## src/sv/smbs_pkg.sv

```systemverilog
// Shared types, constants and helpers of the SPI master byte shifter.
package smbs_pkg;

  localparam int BYTE_W      = 8;
  localparam int DIV_SEL_W   = 3;
  localparam int HALF_W      = 8;
  localparam int PRESCALE_W  = 7;
  localparam int BIT_CNT_W   = 4;
  localparam int CFG_IDX_W   = 3;
  localparam int CFG_DATA_W  = 3;
  localparam int IN_DATA_W   = 16;
  localparam int OUT_DATA_W  = 16;

  // Configuration register indexes
  localparam logic [CFG_IDX_W-1:0] REG_ENABLE   = 3'd0;
  localparam logic [CFG_IDX_W-1:0] REG_CPOL     = 3'd1;
  localparam logic [CFG_IDX_W-1:0] REG_CPHA     = 3'd2;
  localparam logic [CFG_IDX_W-1:0] REG_LSB      = 3'd3;
  localparam logic [CFG_IDX_W-1:0] REG_DIV_SEL  = 3'd4;

  // Divider select codes
  localparam logic [DIV_SEL_W-1:0] DIV_SEL_RESET   = 3'd1;
  localparam logic [DIV_SEL_W-1:0] DIV_SEL_UNUSED  = 3'd7;

  typedef struct packed {
    logic                 enable;
    logic                 clock_polarity;
    logic                 clock_phase;
    logic                 lsb_first;
    logic [DIV_SEL_W-1:0] clock_divider_select;
  } cfg_t;

  typedef struct packed {
    logic              sck;
    logic              mosi;
    logic              busy_res;
    logic              done_res;
    logic [BYTE_W-1:0] rx_byte;
  } res_t;

  // Half period of SCK in system clocks; the unused code runs as divide by 4.
  function automatic logic [HALF_W-1:0] half_period(input logic [DIV_SEL_W-1:0] sel);
    logic [DIV_SEL_W-1:0] s;
    s = (sel == DIV_SEL_UNUSED) ? DIV_SEL_RESET : sel;
    return HALF_W'(1) << s;
  endfunction

endpackage

```

## src/sv/spi_master_byte_shifter_unit.sv

```systemverilog
// Top level of the SPI master byte shifter.
// Usage:
//   Each input beat is one system clock tick. in_tuser is the start request,
//   in_tdata carries the byte to send and the sampled MISO level. A start is
//   taken only when the block is idle and enabled; otherwise it is ignored.
//   Each input beat yields exactly one output beat with the SCK and MOSI
//   levels, busy, the last received byte, and out_tlast as the one-beat done
//   pulse at the end of a frame.
//   One beat is taken every cycle while in_tready is high; each result
//   is registered in the output buffer after the shift logic.
//   A two-entry output buffer absorbs results while the receiver stalls;
//   once both entries are full, in_tready drops until the next out_tready.
//   Configuration writes on the cfg channel are taken every cycle and should
//   be issued only while no transfer is running.
//   Reset (synchronous, active low) clears the shifter, empties the output
//   buffer and sets the divider select to divide by 4.
module spi_master_byte_shifter_unit #(
  parameter int FRAME_BITS = 8
) (
  input  logic                              clk,
  input  logic                              rst_n,
  input  logic                              in_tvalid,
  output logic                              in_tready,
  input  logic [smbs_pkg::IN_DATA_W-1:0]    in_tdata,  // tx_byte[7:0], miso[8], zero pad
  input  logic                              in_tuser,  // start_req
  output logic                              out_tvalid,
  input  logic                              out_tready,
  output logic [smbs_pkg::OUT_DATA_W-1:0]   out_tdata, // sck, mosi, busy_res, rx_byte[10:3]
  output logic                              out_tlast, // done_res
  input  logic                              cfg_valid,
  output logic                              cfg_ready,
  input  logic [smbs_pkg::CFG_IDX_W-1:0]    cfg_index,
  input  logic [smbs_pkg::CFG_DATA_W-1:0]   cfg_data
);

  smbs_pkg::cfg_t cfg;
  smbs_pkg::res_t step_res;
  smbs_pkg::res_t buf_res;
  logic           step_en;

  assign step_en = in_tvalid && in_tready;

  smbs_cfg_regs u_cfg (
    .clk       (clk),
    .rst_n     (rst_n),
    .cfg_valid (cfg_valid),
    .cfg_ready (cfg_ready),
    .cfg_index (cfg_index),
    .cfg_data  (cfg_data),
    .cfg       (cfg)
  );

  smbs_shift_core #(
    .FRAME_BITS (FRAME_BITS)
  ) u_core (
    .clk       (clk),
    .rst_n     (rst_n),
    .cfg       (cfg),
    .step_en   (step_en),
    .start_req (in_tuser),
    .tx_byte   (in_tdata[smbs_pkg::BYTE_W-1:0]),
    .miso      (in_tdata[smbs_pkg::BYTE_W]),
    .res       (step_res)
  );

  smbs_out_buf u_obuf (
    .clk      (clk),
    .rst_n    (rst_n),
    .wr_en    (step_en),
    .wr_res   (step_res),
    .has_room (in_tready),
    .rd_valid (out_tvalid),
    .rd_en    (out_tready),
    .rd_res   (buf_res)
  );

  // Pack the result beat
  always_comb begin
    out_tdata    = '0;
    out_tdata[0] = buf_res.sck;
    out_tdata[1] = buf_res.mosi;
    out_tdata[2] = buf_res.busy_res;
    out_tdata[smbs_pkg::BYTE_W+2:3] = buf_res.rx_byte;
    out_tlast    = buf_res.done_res;
  end

endmodule

```

## src/sv/smbs_cfg_regs.sv

```systemverilog
// Configuration registers of the SPI master byte shifter.
module smbs_cfg_regs (
  input  logic                             clk,
  input  logic                             rst_n,
  input  logic                             cfg_valid,
  output logic                             cfg_ready,
  input  logic [smbs_pkg::CFG_IDX_W-1:0]   cfg_index,
  input  logic [smbs_pkg::CFG_DATA_W-1:0]  cfg_data,
  output smbs_pkg::cfg_t                   cfg
);

  smbs_pkg::cfg_t cfg_r;

  assign cfg_ready = 1'b1;
  assign cfg         = cfg_r;

  // Write one register per beat; unknown indexes drop
  always_ff @(posedge clk) begin
    if (!rst_n) begin
      cfg_r.enable               <= 1'b0;
      cfg_r.clock_polarity       <= 1'b0;
      cfg_r.clock_phase          <= 1'b0;
      cfg_r.lsb_first            <= 1'b0;
      cfg_r.clock_divider_select <= smbs_pkg::DIV_SEL_RESET;
    end else if (cfg_valid) begin
      case (cfg_index)
        smbs_pkg::REG_ENABLE:  cfg_r.enable         <= cfg_data[0];
        smbs_pkg::REG_CPOL:    cfg_r.clock_polarity <= cfg_data[0];
        smbs_pkg::REG_CPHA:    cfg_r.clock_phase    <= cfg_data[0];
        smbs_pkg::REG_LSB:     cfg_r.lsb_first      <= cfg_data[0];
        smbs_pkg::REG_DIV_SEL: cfg_r.clock_divider_select <= cfg_data;
        default: ;
      endcase
    end
  end

endmodule

```

## src/sv/smbs_shift_core.sv

```systemverilog
// Prescaler, SCK phase and shift registers of the SPI master byte shifter.
module smbs_shift_core #(
  parameter int FRAME_BITS = 8
) (
  input  logic                          clk,
  input  logic                          rst_n,
  input  smbs_pkg::cfg_t                cfg,
  input  logic                          step_en,
  input  logic                          start_req,
  input  logic [smbs_pkg::BYTE_W-1:0]   tx_byte,
  input  logic                          miso,
  output smbs_pkg::res_t                res
);

  localparam int LOAD_W = (FRAME_BITS < smbs_pkg::BYTE_W) ? FRAME_BITS : smbs_pkg::BYTE_W;
  localparam logic [smbs_pkg::BIT_CNT_W:0] FRAME_LIMIT = (smbs_pkg::BIT_CNT_W+1)'(FRAME_BITS);

  logic [FRAME_BITS-1:0]            tx_shift_r, tx_shift_nxt;
  logic [FRAME_BITS-1:0]            rx_shift_r, rx_shift_nxt;
  logic [smbs_pkg::BIT_CNT_W-1:0]   bit_count_r, bit_count_nxt;
  logic [smbs_pkg::PRESCALE_W-1:0]  prescale_r, prescale_nxt;
  logic                             edge_phase_r, edge_phase_nxt;
  logic                             in_transfer_r, in_transfer_nxt;
  logic [smbs_pkg::BYTE_W-1:0]      received_r, received_nxt;

  logic [FRAME_BITS-1:0]            tx_load;
  logic [FRAME_BITS-1:0]            tx_adv;
  logic [FRAME_BITS-1:0]            rx_smp;
  logic [smbs_pkg::PRESCALE_W-1:0]  prescale_inc;
  logic [smbs_pkg::BIT_CNT_W-1:0]   bit_count_inc;
  logic                             half_done;
  logic                             frame_done;
  logic                             done;
  logic [smbs_pkg::BYTE_W-1:0]      rx_low;

  // Frame to send, truncated or zero filled to the frame width
  always_comb begin
    tx_load = '0;
    tx_load[LOAD_W-1:0] = tx_byte[LOAD_W-1:0];
  end

  // Shift and sample in the configured bit order
  assign tx_adv = cfg.lsb_first ? (tx_shift_r >> 1) : (tx_shift_r << 1);
  assign rx_smp = cfg.lsb_first ? {miso, rx_shift_r[FRAME_BITS-1:1]}
                                : {rx_shift_r[FRAME_BITS-2:0], miso};

  assign prescale_inc  = prescale_r + 1'b1;
  assign half_done     = {1'b0, prescale_inc} >= smbs_pkg::half_period(cfg.clock_divider_select);
  assign bit_count_inc = bit_count_r + 1'b1;
  assign frame_done    = (bit_count_inc == '0) || ({1'b0, bit_count_inc} >= FRAME_LIMIT);

  // Low byte of the frame just received
  always_comb begin
    rx_low = '0;
    rx_low[LOAD_W-1:0] = rx_shift_nxt[LOAD_W-1:0];
  end

  // Next state for one system tick
  always_comb begin
    tx_shift_nxt    = tx_shift_r;
    rx_shift_nxt    = rx_shift_r;
    bit_count_nxt   = bit_count_r;
    prescale_nxt    = prescale_r;
    edge_phase_nxt  = edge_phase_r;
    in_transfer_nxt = in_transfer_r;
    done            = 1'b0;
    if (!in_transfer_r) begin
      if (start_req && cfg.enable) begin
        tx_shift_nxt    = tx_load;
        rx_shift_nxt    = '0;
        bit_count_nxt   = '0;
        prescale_nxt    = '0;
        edge_phase_nxt  = 1'b0;
        in_transfer_nxt = 1'b1;
      end
    end else if (!cfg.enable) begin
      in_transfer_nxt = 1'b0;
      edge_phase_nxt  = 1'b0;
      prescale_nxt    = '0;
      bit_count_nxt   = '0;
    end else if (!half_done) begin
      prescale_nxt = prescale_inc;
    end else begin
      prescale_nxt = '0;
      if (!edge_phase_r) begin
        // Leading edge
        if (!cfg.clock_phase) begin
          rx_shift_nxt = rx_smp;
        end else if (bit_count_r != '0) begin
          tx_shift_nxt = tx_adv;
        end
        edge_phase_nxt = 1'b1;
      end else begin
        // Trailing edge
        if (cfg.clock_phase) begin
          rx_shift_nxt = rx_smp;
        end
        edge_phase_nxt = 1'b0;
        bit_count_nxt  = bit_count_inc;
        if (frame_done) begin
          in_transfer_nxt = 1'b0;
          bit_count_nxt   = '0;
          done            = 1'b1;
        end else if (!cfg.clock_phase) begin
          tx_shift_nxt = tx_adv;
        end
      end
    end
  end

  assign received_nxt = done ? rx_low : received_r;

  // Advance state on each accepted beat
  always_ff @(posedge clk) begin
    if (!rst_n) begin
      tx_shift_r    <= '0;
      rx_shift_r    <= '0;
      bit_count_r   <= '0;
      prescale_r    <= '0;
      edge_phase_r  <= 1'b0;
      in_transfer_r <= 1'b0;
      received_r    <= '0;
    end else if (step_en) begin
      tx_shift_r    <= tx_shift_nxt;
      rx_shift_r    <= rx_shift_nxt;
      bit_count_r   <= bit_count_nxt;
      prescale_r    <= prescale_nxt;
      edge_phase_r  <= edge_phase_nxt;
      in_transfer_r <= in_transfer_nxt;
      received_r    <= received_nxt;
    end
  end

  // Line levels after the tick
  always_comb begin
    res.sck      = in_transfer_nxt ? (cfg.clock_polarity ^ edge_phase_nxt)
                                   : cfg.clock_polarity;
    res.mosi     = in_transfer_nxt &
                   (cfg.lsb_first ? tx_shift_nxt[0] : tx_shift_nxt[FRAME_BITS-1]);
    res.busy_res = in_transfer_nxt;
    res.done_res = done;
    res.rx_byte  = received_nxt;
  end

endmodule

```

## src/sv/smbs_out_buf.sv

```systemverilog
// Two-entry result buffer that decouples the input side from output stalls.
module smbs_out_buf (
  input  logic            clk,
  input  logic            rst_n,
  input  logic            wr_en,
  input  smbs_pkg::res_t  wr_res,
  output logic            has_room,
  output logic            rd_valid,
  input  logic            rd_en,
  output smbs_pkg::res_t  rd_res
);

  smbs_pkg::res_t slot_r [2];
  logic           wr_ptr_r, rd_ptr_r;
  logic [1:0]     count_r;
  logic           push, pop;

  assign has_room = (count_r != 2'd2);
  assign rd_valid = (count_r != 2'd0);
  assign push     = wr_en && has_room;
  assign pop      = rd_en && rd_valid;
  assign rd_res   = slot_r[rd_ptr_r];

  // Store results
  always_ff @(posedge clk) begin
    if (push) begin
      slot_r[wr_ptr_r] <= wr_res;
    end
  end

  // Track fill level and pointers
  always_ff @(posedge clk) begin
    if (!rst_n) begin
      wr_ptr_r <= 1'b0;
      rd_ptr_r <= 1'b0;
      count_r  <= 2'd0;
    end else begin
      if (push) wr_ptr_r <= ~wr_ptr_r;
      if (pop)  rd_ptr_r <= ~rd_ptr_r;
      count_r <= count_r + {1'b0, push} - {1'b0, pop};
    end
  end

endmodule

```

## config.mk

```make
export PLATFORM = sky130hd
export DESIGN_NAME = spi_master_byte_shifter_unit
export DESIGN_NICKNAME = d
export VERILOG_FILES = /design/src/sv/smbs_pkg.sv /design/src/sv/spi_master_byte_shifter_unit.sv /design/src/sv/smbs_cfg_regs.sv /design/src/sv/smbs_shift_core.sv /design/src/sv/smbs_out_buf.sv
export SDC_FILE = /design/constraint.sdc
export NUM_CORES = 1
export LEC_CHECK = 0
export ABC_CLOCK_PERIOD_IN_PS = 2800
export BUFFER_PORTS_ARGS = -buffer_cell sky130_fd_sc_hd__buf_4
export CORE_ASPECT_RATIO = 1.5
export CORE_MARGIN = 1.5
export CORE_UTILIZATION = 53
export CTS_CLUSTER_DIAMETER = 50
export DETAILED_ROUTE_END_ITERATION = 12
export PLACE_DENSITY = 0.77
export SYNTH_ARGS = -nofsm -noshare
export SYNTH_HDL_FRONTEND = slang
export SYNTH_SLANG_ARGS = --single-unit
```

## constraint.sdc

```tcl
create_clock -name clk -period 2.8 [get_ports clk]
set_input_delay 0.56 -clock clk [delete_from_list [all_inputs] [get_ports clk]]
set_output_delay 0.56 -clock clk [all_outputs]
set_load 0.1 [all_outputs]
```

## Word-level counts from Yosys, hierarchy flattened

Memory sizes are Yosys's and may differ from the RTL's. A register that Yosys moved wholly into a read port is not among the register bits.
Cells that the tools add are included.

- $add $sub $neg: 4
- $lt $le $gt $ge: 2
- Equal/unequal tests: 14
- Shifts and indexed selects: 1
- Mux-type cells: 52
- Bitwise operators: 4
- Reduce and logical (&&, ||, !) cells: 18

Operators by type and width:

| kind | count |
|---|---|
| 8-bit two-way mux | 19 |
| 7-bit two-way mux | 4 |
| 4-bit two-way mux | 6 |
| 1-bit two-way mux | 22 |
| 2-bit AND reduction | 6 |
| 3-bit by 2-bit != test with 1-bit output, second input constant | 3 |
| 3-bit != test, second input constant | 3 |
| 7-bit by 8-bit >= comparator with 1-bit output | 1 |
| 8-bit AND reduction | 1 |
| 1-bit by 3-bit left shift with 8-bit output, first input constant | 1 |
| 7-bit by 1-bit adder with 7-bit output, second input constant | 1 |
| 3-bit by 2-bit == test with 1-bit output, second input constant | 2 |
| 3-bit == test, second input constant | 2 |
| 2-bit != test, second input constant | 3 |
| 4-bit by 1-bit adder with 4-bit output, second input constant | 1 |
| 4-bit >= comparator, second input constant | 1 |
| 1-bit logical AND | 4 |
| 4-bit logical NOT | 1 |
| 4-bit AND reduction | 1 |
| 2-bit nonzero test | 2 |
| 4-bit nonzero test | 1 |
| 3-bit by 1-bit == test with 1-bit output, second input constant | 1 |
| 3-bit logical NOT | 1 |
| 3-bit two-way mux | 1 |
| 6 further kinds | 7 |

- Flip-flop bits (word level): 48
- Bits in writable memories: 24
- Input port bits: 28
- Output and inout bits: 20
- Logic and storage cells: 112
- Memories: 1

Memory list:

| memory | words | bits a word | read ports | clocked after memory_dff | write ports | line | source |
|---|---|---|---|---|---|---|---|
| u_obuf.slot_r | 2 | 12 | 1 | 1 | 1 | smbs_out_buf.sv:13 | `smbs_pkg::res_t slot_r [2];` |

## Logic depth before layout (Yosys ltp)

Gate-level depths: netlist (run 1).

- Word-level depth: 10
- Gate-level depth with buffers: 12

## By module

From an unflattened synthesis (run 1), not the netlist that was laid out.

- Cell total of the unflattened synthesis: 397
- Area total of the unflattened synthesis: 3,975.1 um^2

Modules (own cells, without submodules):

| module | times used | cells an instance | area each (um^2) | sequential area each (um^2) |
|---|---|---|---|---|
| smbs_shift_core | 1 | 296 | 2,491.1 | 740.7 |
| smbs_out_buf | 1 | 61 | 1,098.6 | 820.8 |
| smbs_cfg_regs | 1 | 33 | 337.8 | 140.1 |
| spi_master_byte_shifter_unit | 1 | 7 | 47.5 | 0.0 |

## Worst setup path after synthesis (run 1)

No wires, ideal clock.

- Path type: reg-to-reg
- Start point: register u_core.prescale_r[0] in the netlist's numbering
- End point: memory u_obuf.slot_r[0][2] in the netlist's numbering (data pin)
- Library setup time: 0.262 ns
- Arrival time: 2.517 ns
- Slack: 0.021 ns
- Stages on the path, launching flop included: 12
- Buffers on the path: 1
- Clock period less this slack: 2.779 ns
- Cell sequence: dfxtp_1 -> ha_1 -> and3_1 -> nand3_1 -> xnor2_1 -> ha_1 -> nand3_1 -> o31ai_4 -> buf_6 -> nand3_4 -> inv_2 -> mux2_2

RTL lines:

| what | line | source |
|---|---|---|
| from (decl) | smbs_shift_core.sv:21 | `logic [smbs_pkg::PRESCALE_W-1:0] prescale_r, prescale_nxt;` |
| from (signal assigned) | smbs_shift_core.sv:127 | `prescale_r <= prescale_nxt;` |
| to (decl) | smbs_out_buf.sv:13 |  |

==> flow_summary.toml, run 1 <==
[finish]
fin_nets = 468
drive_gt1_share_pct = 33.3
antennaDiodeCount = 0
areaGrowthSynthToFinish_pct = 20.3
design_area_um2 = 4710
fin_cells = 533

[flow_run]
cap_violations = 0

[clock_network]
clk_pin_slew_ps = 80
cts-hold-fix-buffers = 0
cts_buffer_depth = 2
cts_tree = "built"
insertion_delay_ps = 360
cts.sinks = 73
root_buffer = "clkbuf_8"
cts_buffers = 9
htree_levels = 3

[synthesis]
synthCells = 374
syn_area_um2 = 3920
synthFlopType = "dfxtp_1"
synth.distinct_cells = 63
synth_area_leaders = "dfxtp_1 (25%), edfxtp_1 (18%), mux2_2 (7.5%), mux2i_1 (4.1%), ha_1 (3.8%)"
yosysWarnings = 0
syn_area_per_cell_um2 = 10.5
synth_edf_count = 24
yosysTopAreaCellShare_pct = 25.0
synthMostInstantiatedCell = "dfxtp_1"
ys_ff_latch = 73
synthTopCellsByCount = "dfxtp_1 (49), nand2_1 (31), mux2_2 (26), edfxtp_1 (24), nor2_1 (23)"
yosys.area.top_type = "dfxtp_1"
synth-async-reset-ratio_pct = 0
ys_seq_area_share_pct = 43.4

[sta]
fmax_mhz = 371
tightest_slew_ps = 770
max_slew_margin_pct = 48.6
timing.final.crit_share_pct = 96.4
hold_viol = 0
setup_viol = 0
worst_slack_ps = 102
fin_skew_ps = 15.3
fin_crit_ps = 2700
drv_slew = 0

[floorplan]
num_rows = 38
io_pins = 48
die_area_um2 = 7930
fp.dieW_um = 73.2
floorplan.die.height_um = 108
design.core.area_um2 = 7180
start_util_pct = 54.6

[setup_path]
end_kind = "flip-flop"
r2r_start = "u_cfg.cfg[1]"
crit_start = "u_cfg.cfg[1]"
crit_path_cell_trace = "or3b_2 -> ha_1 -> o21a_2 -> nor2_2 -> o31ai_4 -> buf_4 -> o211a_4 -> o311ai_4 -> o22ai_2"
crit_cells = 9
timing.rr.end = "u_obuf.slot_r[0][10]"
critical_path_buf_inv_count = 1
rr_worst_depth = 9
crit_fanout = 6
ff2ff_setup_slack_ps = 100
crit_path_start_kind = "flip-flop"
arrival_ps = 2800
cp-endpoint = "u_obuf.slot_r[0][10]"
worstPathRequired_ps = 2900
crit_type = "flip-flop to flip-flop"
cp_top_family = "compound AO/OA/AOI/OAI gates"
cp_slowest_cell = "or3b_2"
cp_slowest_stage_delay_ps = 460

[global_routing]
grt_usage_pct = 20.7
antenna_found_initial = 0
grt.overflow.total = 0
grt_pass1_wl_mm = 12.6
grt_max_degree = 26
first_global_vias = 2815

[place]
port_buffers = 34
place_inst = 512
hpwlAfterDp_mm = 5.63
place_congestion = 0.842
dp_slack_ps = -8.07
placed_cell_area_um2 = 4350

[detailed_routing]
wl_per_cell_um = 14.9
drc = 0
drt_iter0_drc = 140
drt_wl_total_mm = 7.94
viasPerCell = 5.58
drt_first_pass_iters = 4
vias = 2972
drtAntennaViolNets = 0

[pwr]
power-per-cell-area_nw_per_um2 = 687
p_leak_nw = 1.81
total_power_mw = 3.24
peakVddDrop_v = 0.000440

[hold_path]
hp-class = "input port to flip-flop"

[status]
outcome = "completed"
cell usage in the layout, fill, tap and decap left out, types with 3 or more instances in the layout:
cell,count
dfxtp_1,47
mux2i_1,16
mux2_2,26
o21ai_1,8
o22ai_1,4
conb_1,6
a22oi_1,9
o2bb2ai_1,4
ha_1,11
clkbuf_8,9
nand2b_1,12
or3_1,6
o221ai_1,6
edfxtp_1,24
buf_4,60
o21ai_0,4
nand3b_1,4
o21ba_2,4
nand4_1,3
o211ai_1,5
nand2_1,31
xnor2_1,8
a21oi_1,15
a311oi_1,3
nand3_1,7
inv_1,5
a22o_1,4
nor2_1,22
nor3_1,6
and2_1,4
logic make-up after synthesis:
| group | synth area share (%) |
|---|---|
| other cells | 0.192 |
| xor+xnor | 2.68 |
| buf+inv | 3.93 |
| compound gates | 17.6 |
| flops | 43.4 |
| fa+ha+maj | 3.83 |
| simple gates | 16.8 |
| mux | 11.6 |
worst min path at each step:
stage / from / end / cells past startpoint
floorplan: u_core.received_r[6] / u_core.received_r[6] / 2
global placement: u_core.received_r[6] / u_core.received_r[6] / 2
detailed placement: u_core.received_r[1] / u_core.received_r[1] / 2
CTS: cfg_data[2] / u_cfg.cfg[2] / 3
global route: cfg_data[2] / u_cfg.cfg[2] / 3
finish: cfg_data[2] / u_cfg.cfg[2] / 3
registers in the layout (all words and copies together) (netlist names), 2 cells and up, named ones only:
register and count:
u_core.tx_shift_r 8, u_core.bit_count_r 4, u_core.rx_shift_r 8, u_obuf.slot_r 24, u_core.received_r 8, u_obuf.count_r 2
u_cfg.cfg 7, u_core.prescale_r 7
worst register-to-register path, cell delays in order (launching register included):
cell and delay (ps):
dfxtp_1 420, or3b_2 460, ha_1 270, o21a_2 210
nor2_2 210, o31ai_4 120, buf_4 180, o211a_4 160
o311ai_4 250, o22ai_2 150
metrics by stage:
| step | setup TNS (ps) | util (%) | hold WS, ps |
|---|---|---|---|
| global placement | 0 | 60.6 | 453 |
| floorplan | 0 | - | 446 |
| finish | 0 | 65.6 | 435 |
| detailed placement | -16.1 | 60.6 | 459 |
| CTS | -38.9 | 63.8 | 428 |
| global route | -38.5 | 65.6 | 428 |
power breakdown:
| group | internal, mW | switching (mW) | total (mW) |
|---|---|---|---|
| Combinational | 0.274 | 0.795 | 1.07 |
| Clock | 0.509 | 0.415 | 0.924 |
| Sequential | 1.19 | 0.0605 | 1.25 |
| Total | 1.97 | 1.27 | 3.24 |
layer usage:
layer / up-vias / part of all wire, % / global-route usage, %
met4: 0 / 2.1 / 10.2
met1: 1424 / 40 / 22.5
met5: - / 0 / 0
met3: 11 / 3.2 / 3.54
met2: 48 / 55 / 37.5
li1: 1489 / - / -
final cells by class:
cell class	instances	area, um2
fillers	541	2470
multi-input cells	276	2170
flip-flops and latches	73	1700
repair buffers	61	462
well taps	100	125
clock buffers	9	124
clock inverters	7	100
inverters	7	28.8
what timing repair did:
action	in CTS	in global routing
endpoints found under the hold margin	0	0
pin swaps	0	6
gates cloned	0	0
resized for setup	1	20
setup buffers	0	5
endpoints found under the setup margin	10	52
Power figures use the tool's default switching activity.
==> run 2, diff against run 1 <==
--- a/config.mk
+++ b/config.mk
@@ -7,12 +7,14 @@
 export LEC_CHECK = 0
 export ABC_CLOCK_PERIOD_IN_PS = 2800
 export BUFFER_PORTS_ARGS = -buffer_cell sky130_fd_sc_hd__buf_4
+export CELL_PAD_IN_SITES_DETAIL_PLACEMENT = 1
+export CELL_PAD_IN_SITES_GLOBAL_PLACEMENT = 1
 export CORE_ASPECT_RATIO = 1.5
 export CORE_MARGIN = 1.5
-export CORE_UTILIZATION = 53
+export CORE_UTILIZATION = 41
 export CTS_CLUSTER_DIAMETER = 50
 export DETAILED_ROUTE_END_ITERATION = 12
-export PLACE_DENSITY = 0.77
+export PLACE_DENSITY = 0.85
 export SYNTH_ARGS = -nofsm -noshare
 export SYNTH_HDL_FRONTEND = slang
 export SYNTH_SLANG_ARGS = --single-unit
==> run 2 against run 1 <==
- the run now ends with setup timing left
- sequential share of layout area is 1.6 points lower
- worst hold slack better by 37 ps
- die area is 28% higher
- wire length grew 54%
- clock skew decreased by 9.1 ps
- sequential power is essentially flat
- non-clock buffer count grew 1
- combinational power about the same
- core utilization shrank 12 points
- flip-flop and latch count did not move
==> flow_summary.toml, run 2 (same netlist as run 1, synthesis figures left out) <==
[clock_network]
htree_levels = 3
root_buffer = "clkbuf_16"
cts.sinks = 73
insertion_delay_ps = 340
cts_buffers = 9
cts_tree = "built"
cts_buffer_depth = 2
clk_pin_slew_ps = 60

[sta]
fin_crit_ps = 2860
setup_viol = 8
fin_skew_ps = 6.19
timing.final.crit_share_pct = 102
tightest_slew_ps = 797
hold_viol = 0
hold_slack_ps = 472
max_slew_margin_pct = 46.8
fmax_mhz = 350
drv_slew = 0
worst_slack_ps = -60.6
rsz0062_at_grt = "yes"

[global_routing]
grt.overflow.total = 0
grt_pass1_wl_mm = 16.9
grt_usage_pct = 21.1
first_global_vias = 3424
antenna_found_initial = 0
grt_max_degree = 26

[detailed_routing]
wl_per_cell_um = 22.4
viasPerCell = 6.02
drtAntennaViolNets = 0
drt_iter0_drc = 224
vias = 3285
drt_first_pass_iters = 4
wl_met2_mm = 6.73
drt_wl_total_mm = 12.2
met3WireLength_um = 487
met1_length_mm = 4.50
drc = 0
dr.max_layer_used = "met4"

[finish]
drive_gt1_share_pct = 35.9
antennaDiodeCount = 0
layout_commonest_cell = "buf_4"
final_cell_mix = "buf_4 (59), dfxtp_1 (44), nand2_1 (31)"
fin_nets = 469
fin_util_pct = 53.6
areaGrowthSynthToFinish_pct = 26.6
largest_reg_flops = 24
regMostFlops = "u_obuf.slot_r"

[floorplan]
design.core.area_um2 = 9250
num_rows = 43
start_util_pct = 42.3
floorplan.die.height_um = 123
fp.dieW_um = 82.8
io_pins = 48
die_area_um2 = 10200

[status]
outcome = "finished, violations left"
violations = "setup timing"

[setup_path]
crit_fanout = 8
crit_path_start_kind = "flip-flop"
arrival_ps = 3100
worstPathRequired_ps = 3040
r2r_start = "u_core.prescale_r[1]"
timing.rr.end = "u_core.prescale_r[3]"
end_kind = "flip-flop"
ff2ff_setup_slack_ps = -60
crit_start = "u_core.prescale_r[1]"
rr_worst_depth = 13
crit_type = "flip-flop to flip-flop"

[pwr]
clkPwrFrac_pct = 33.2
p_sw_share_pct = 38.6
p_leak_nw = 1.85
seqPwrFrac_pct = 35.7
power-per-cell-area_nw_per_um2 = 708
total_power_mw = 3.51
power.internal_mw = 2.16
combPwrFrac_pct = 31.1
peakVddDrop_v = 0.000517
p_sw_mw = 1.36

[place]
dp_slack_ps = -159
port_buffers = 34
place_congestion = 0.911
hpwlAfterDp_mm = 7.15

[hold_path]
worstHoldStart = "cfg_data[2]"
min_path_cells = 3
min_to = "u_cfg.cfg[2]"
hp-class = "input port to flip-flop"

[flow_run]
cap_violations = 0
-- run 2: cell count changes in the layout (fill, tap and decap cells not counted), moves of 2 or more --
cell	delta
nor2_2	-2
nand3_4	+3
buf_12	+2
clkbuf_16	+10
dfxtp_4	+2
ha_4	+2
clkinvlp_4	+2
nor2_4	+2
nand3_1	-2
o311ai_4	-2
o311ai_2	+2
clkbuf_8	-9
dfxtp_1	-3
ha_1	-3
-- run 2: through the flow --
step / instances / setup TNS, ps / instance area, um2
final: 546 / -312 / 4960
after floorplan: 378 / 0 / 3930
after global routing: 546 / -1520 / 4960
after CTS: 540 / 0 / 4770
after global placement: 520 / 0 / 4350
after detailed placement: 520 / -1500 / 4350
-- run 2: power groups by stage --
stage               clock (mW)  sequential, mW  combinational (mW)
global placement             0            1.27                1.06
finish                    1.17            1.25                1.09
detailed placement           0            1.28                1.08
CTS                       1.17            1.26                1.09
floorplan                    0            1.23               0.899
global route              1.23            1.27                1.14
-- run 2: final cells by class --
type | count | area (um2)
tap | 112 | 140
clock inverter | 6 | 67.6
fill | 1007 | 4290
inverter | 7 | 26.3
multi-input combinational | 276 | 2280
sequential | 73 | 1710
clock buffer | 10 | 229
timing repair buffer | 62 | 508
-- run 2: critical path, stage by stage, from the launching register on --
cell and delay (ps):
dfxtp_4 380, and3_4 220, nand3_4 80, xnor2_2 270, ha_4 250, a21o_1 200
a21oi_4 220, o31ai_4 120, buf_12 160, buf_4 160, nor3_4 230, buf_12 160
a21oi_1 80, a311oi_1 240
-- run 2: routing by layer --
metal | up-vias | GRT usage (%)
met5 | - | 0
li1 | 1490 | -
met3 | 38 | 3.83
met1 | 1637 | 20.5
met4 | 0 | 13.0
met2 | 120 | 40.8
-- run 2: worst max path at each step --
stage	end	slack, ps	depth (start not counted)
2_1_floorplan	u_obuf.slot_r[0][2]	20	11
3_3_place_gp	u_obuf.slot_r[1][10]	40	11
3_5_place_dp	u_obuf.slot_r[0][0]	-160	11
4_1_cts	u_obuf.slot_r[0][10]	0.7	11
5_1_grt	u_core.prescale_r[4]	-160	13
6_report	u_core.prescale_r[3]	-60	13
-- run 2: repair_timing --
action / CTS / global route
pin swaps: 7 / 18
setup endpoints to repair: 23 / 31
setup buffers: 4 / 5
gates resized for setup: 17 / 24
hold buffers: 0 / 0
gates cloned: 0 / 1
==> run 3, diff against run 2 <==
--- a/config.mk
+++ b/config.mk
@@ -10,7 +10,6 @@
 export CELL_PAD_IN_SITES_DETAIL_PLACEMENT = 1
 export CELL_PAD_IN_SITES_GLOBAL_PLACEMENT = 1
 export CORE_ASPECT_RATIO = 1.5
-export CORE_MARGIN = 1.5
 export CORE_UTILIZATION = 41
 export CTS_CLUSTER_DIAMETER = 50
 export DETAILED_ROUTE_END_ITERATION = 12
==> run 3 against run 2 <==
- the flow now finishes without violations
- non-clock buffer count decreased by 4
- largest power group unchanged
- core utilization is 2.1 points lower
- critical endpoint is now u_obuf.slot_r[1][0]
- worst setup slack improved by 110 ps
- clock skew fell by 1.4 ps
- highest routed layer unchanged
- total power is 2.9% lower
- sequential power hardly changed
- combinational power is essentially flat
==> flow_summary.toml, run 3 (same netlist as run 1, synthesis figures left out) <==
[status]
outcome = "completed"

[setup_path]
end_kind = "flip-flop"
cp_slowest_stage_delay_ps = 390
rr_worst_depth = 10
crit_path_start_kind = "flip-flop"
timing.rr.end = "u_obuf.slot_r[1][0]"
r2r_start = "u_core.prescale_r[0]"
crit_fanout = 7
cp-endpoint = "u_obuf.slot_r[1][0]"
arrival_ps = 2820
ff2ff_setup_slack_ps = 50
cp_slowest_cell = "o31a_4"
crit_start = "u_core.prescale_r[0]"
crit_top_cell = "nand3_2"
crit_path_cell_trace = "ha_2 -> and3_4 -> nand3_2 -> xnor2_2 -> ha_4 -> nand3_2 -> o31a_4 -> or3_1 -> o211ai_1 -> o21ai_1"
crit_type = "flip-flop to flip-flop"
worstPathRequired_ps = 2870

[global_routing]
grt_max_degree = 26
first_global_vias = 3268
grt.overflow.total = 0
grt_usage_pct = 21.4
grt_pass1_wl_mm = 16.0
antenna_found_initial = 0

[place]
place_congestion = 0.905
port_buffers = 34
hpwlAfterDp_mm = 7.07

[finish]
regMostFlops = "u_obuf.slot_r"
drive_gt1_share_pct = 32.8
antennaDiodeCount = 0
fin_util_pct = 51.5
final_cell_mix = "buf_4 (57), dfxtp_1 (46), nand2_1 (31)"
fin_nets = 465
areaGrowthSynthToFinish_pct = 21.7
layout_commonest_cell = "buf_4"
largest_reg_flops = 24

[floorplan]
fp.dieW_um = 81.8
die_area_um2 = 9960
floorplan.die.height_um = 122
design.core.area_um2 = 9250
num_rows = 43
start_util_pct = 42.3
io_pins = 48

[detailed_routing]
wl_per_cell_um = 19.2
drt_first_pass_iters = 4
viasPerCell = 5.78
drt_iter0_drc = 125
vias = 3135
drc = 0
drtAntennaViolNets = 0
drt_wl_total_mm = 10.4

[sta]
fin_crit_ps = 2750
rsz0062_at_grt = "yes"
tightest_slew_ps = 840
tns_ps = 0
max_slew_margin_pct = 44.0
hold_slack_ps = 465
hold_viol = 0
setup_viol = 0
drv_slew = 0
fin_skew_ps = 4.81
fmax_mhz = 364
timing.final.crit_share_pct = 98.1

[clock_network]
htree_levels = 3
cts_tree = "built"
insertion_delay_ps = 340
cts-hold-fix-buffers = 0
cts.sinks = 73
cts_buffers = 9
root_buffer = "clkbuf_16"
cts_buffer_depth = 2
clk_pin_slew_ps = 60

[hold_path]
hp-class = "input port to flip-flop"

[pwr]
power-per-cell-area_nw_per_um2 = 715
p_leak_nw = 1.81
peakVddDrop_v = 0.000758

[flow_run]
cap_violations = 0
## run 3: worst min path at each step
stage	depth (start not counted)	from	slack [ps]	to
2_1_floorplan	2	u_core.received_r[6]	450	u_core.received_r[6]
3_3_place_gp	2	u_core.received_r[6]	450	u_core.received_r[6]
3_5_place_dp	2	u_core.received_r[4]	480	u_core.received_r[4]
4_1_cts	3	cfg_data[2]	460	u_cfg.cfg[2]
5_1_grt	3	cfg_data[0]	510	u_cfg.cfg[0]
6_report	3	cfg_data[2]	460	u_cfg.cfg[2]
## run 3: metrics by stage
step | instance area [um2] | setup slack, ps | total power, mW | cells
CTS | 4670 | 7.65 | 3.43 | 539
global route | 4770 | -39.6 | 3.53 | 542
global placement | 4360 | 34.2 | 2.33 | 521
detailed placement | 4360 | -62.6 | 2.36 | 521
floorplan | 3930 | 20.6 | 2.13 | 378
finish | 4770 | 54.0 | 3.41 | 542
## run 3: what timing repair did
action / in CTS / in global routing
pin swaps: 2 / 5
buffers inserted: 2 / 3
gates resized for setup: 7 / 14
setup endpoints to repair: 18 / 40
hold endpoints to repair: 0 / 0
## run 3: final cells by class
cell class / instances / area [um2]
well taps: 112 / 140
clock inverters: 5 / 31.3
multi-input cells: 276 / 2170
fillers: 1033 / 4490
inverters: 7 / 26.3
clock buffers: 11 / 243
repair buffers: 58 / 448
flip-flops and latches: 73 / 1710
## run 3: layer usage
| layer | up-vias | routed length (um) | track usage (%) |
|---|---|---|---|
| met3 | 23 | 295 | 4.27 |
| li1 | 1484 | - | - |
| met5 | - | 0 | 0 |
| met2 | 60 | 5770 | 39.3 |
| met1 | 1568 | 3990 | 22.7 |
| met4 | 0 | 344 | 9.65 |
## run 3: worst max-delay path, delay by kind of cell (launching register included)
kind	cells	cell delay, ps
and+or+nand+nor	4	790
adders and majority gates	2	500
DFF	1	350
AOI/OAI and AO/OA	3	670
xor gates and xnor gates	1	180
## run 3: where the power goes
group | switching, mW | internal, mW
clock network | 0.446 | 0.619
registers | 0.0668 | 1.19
logic | 0.816 | 0.275
total | 1.33 | 2.08
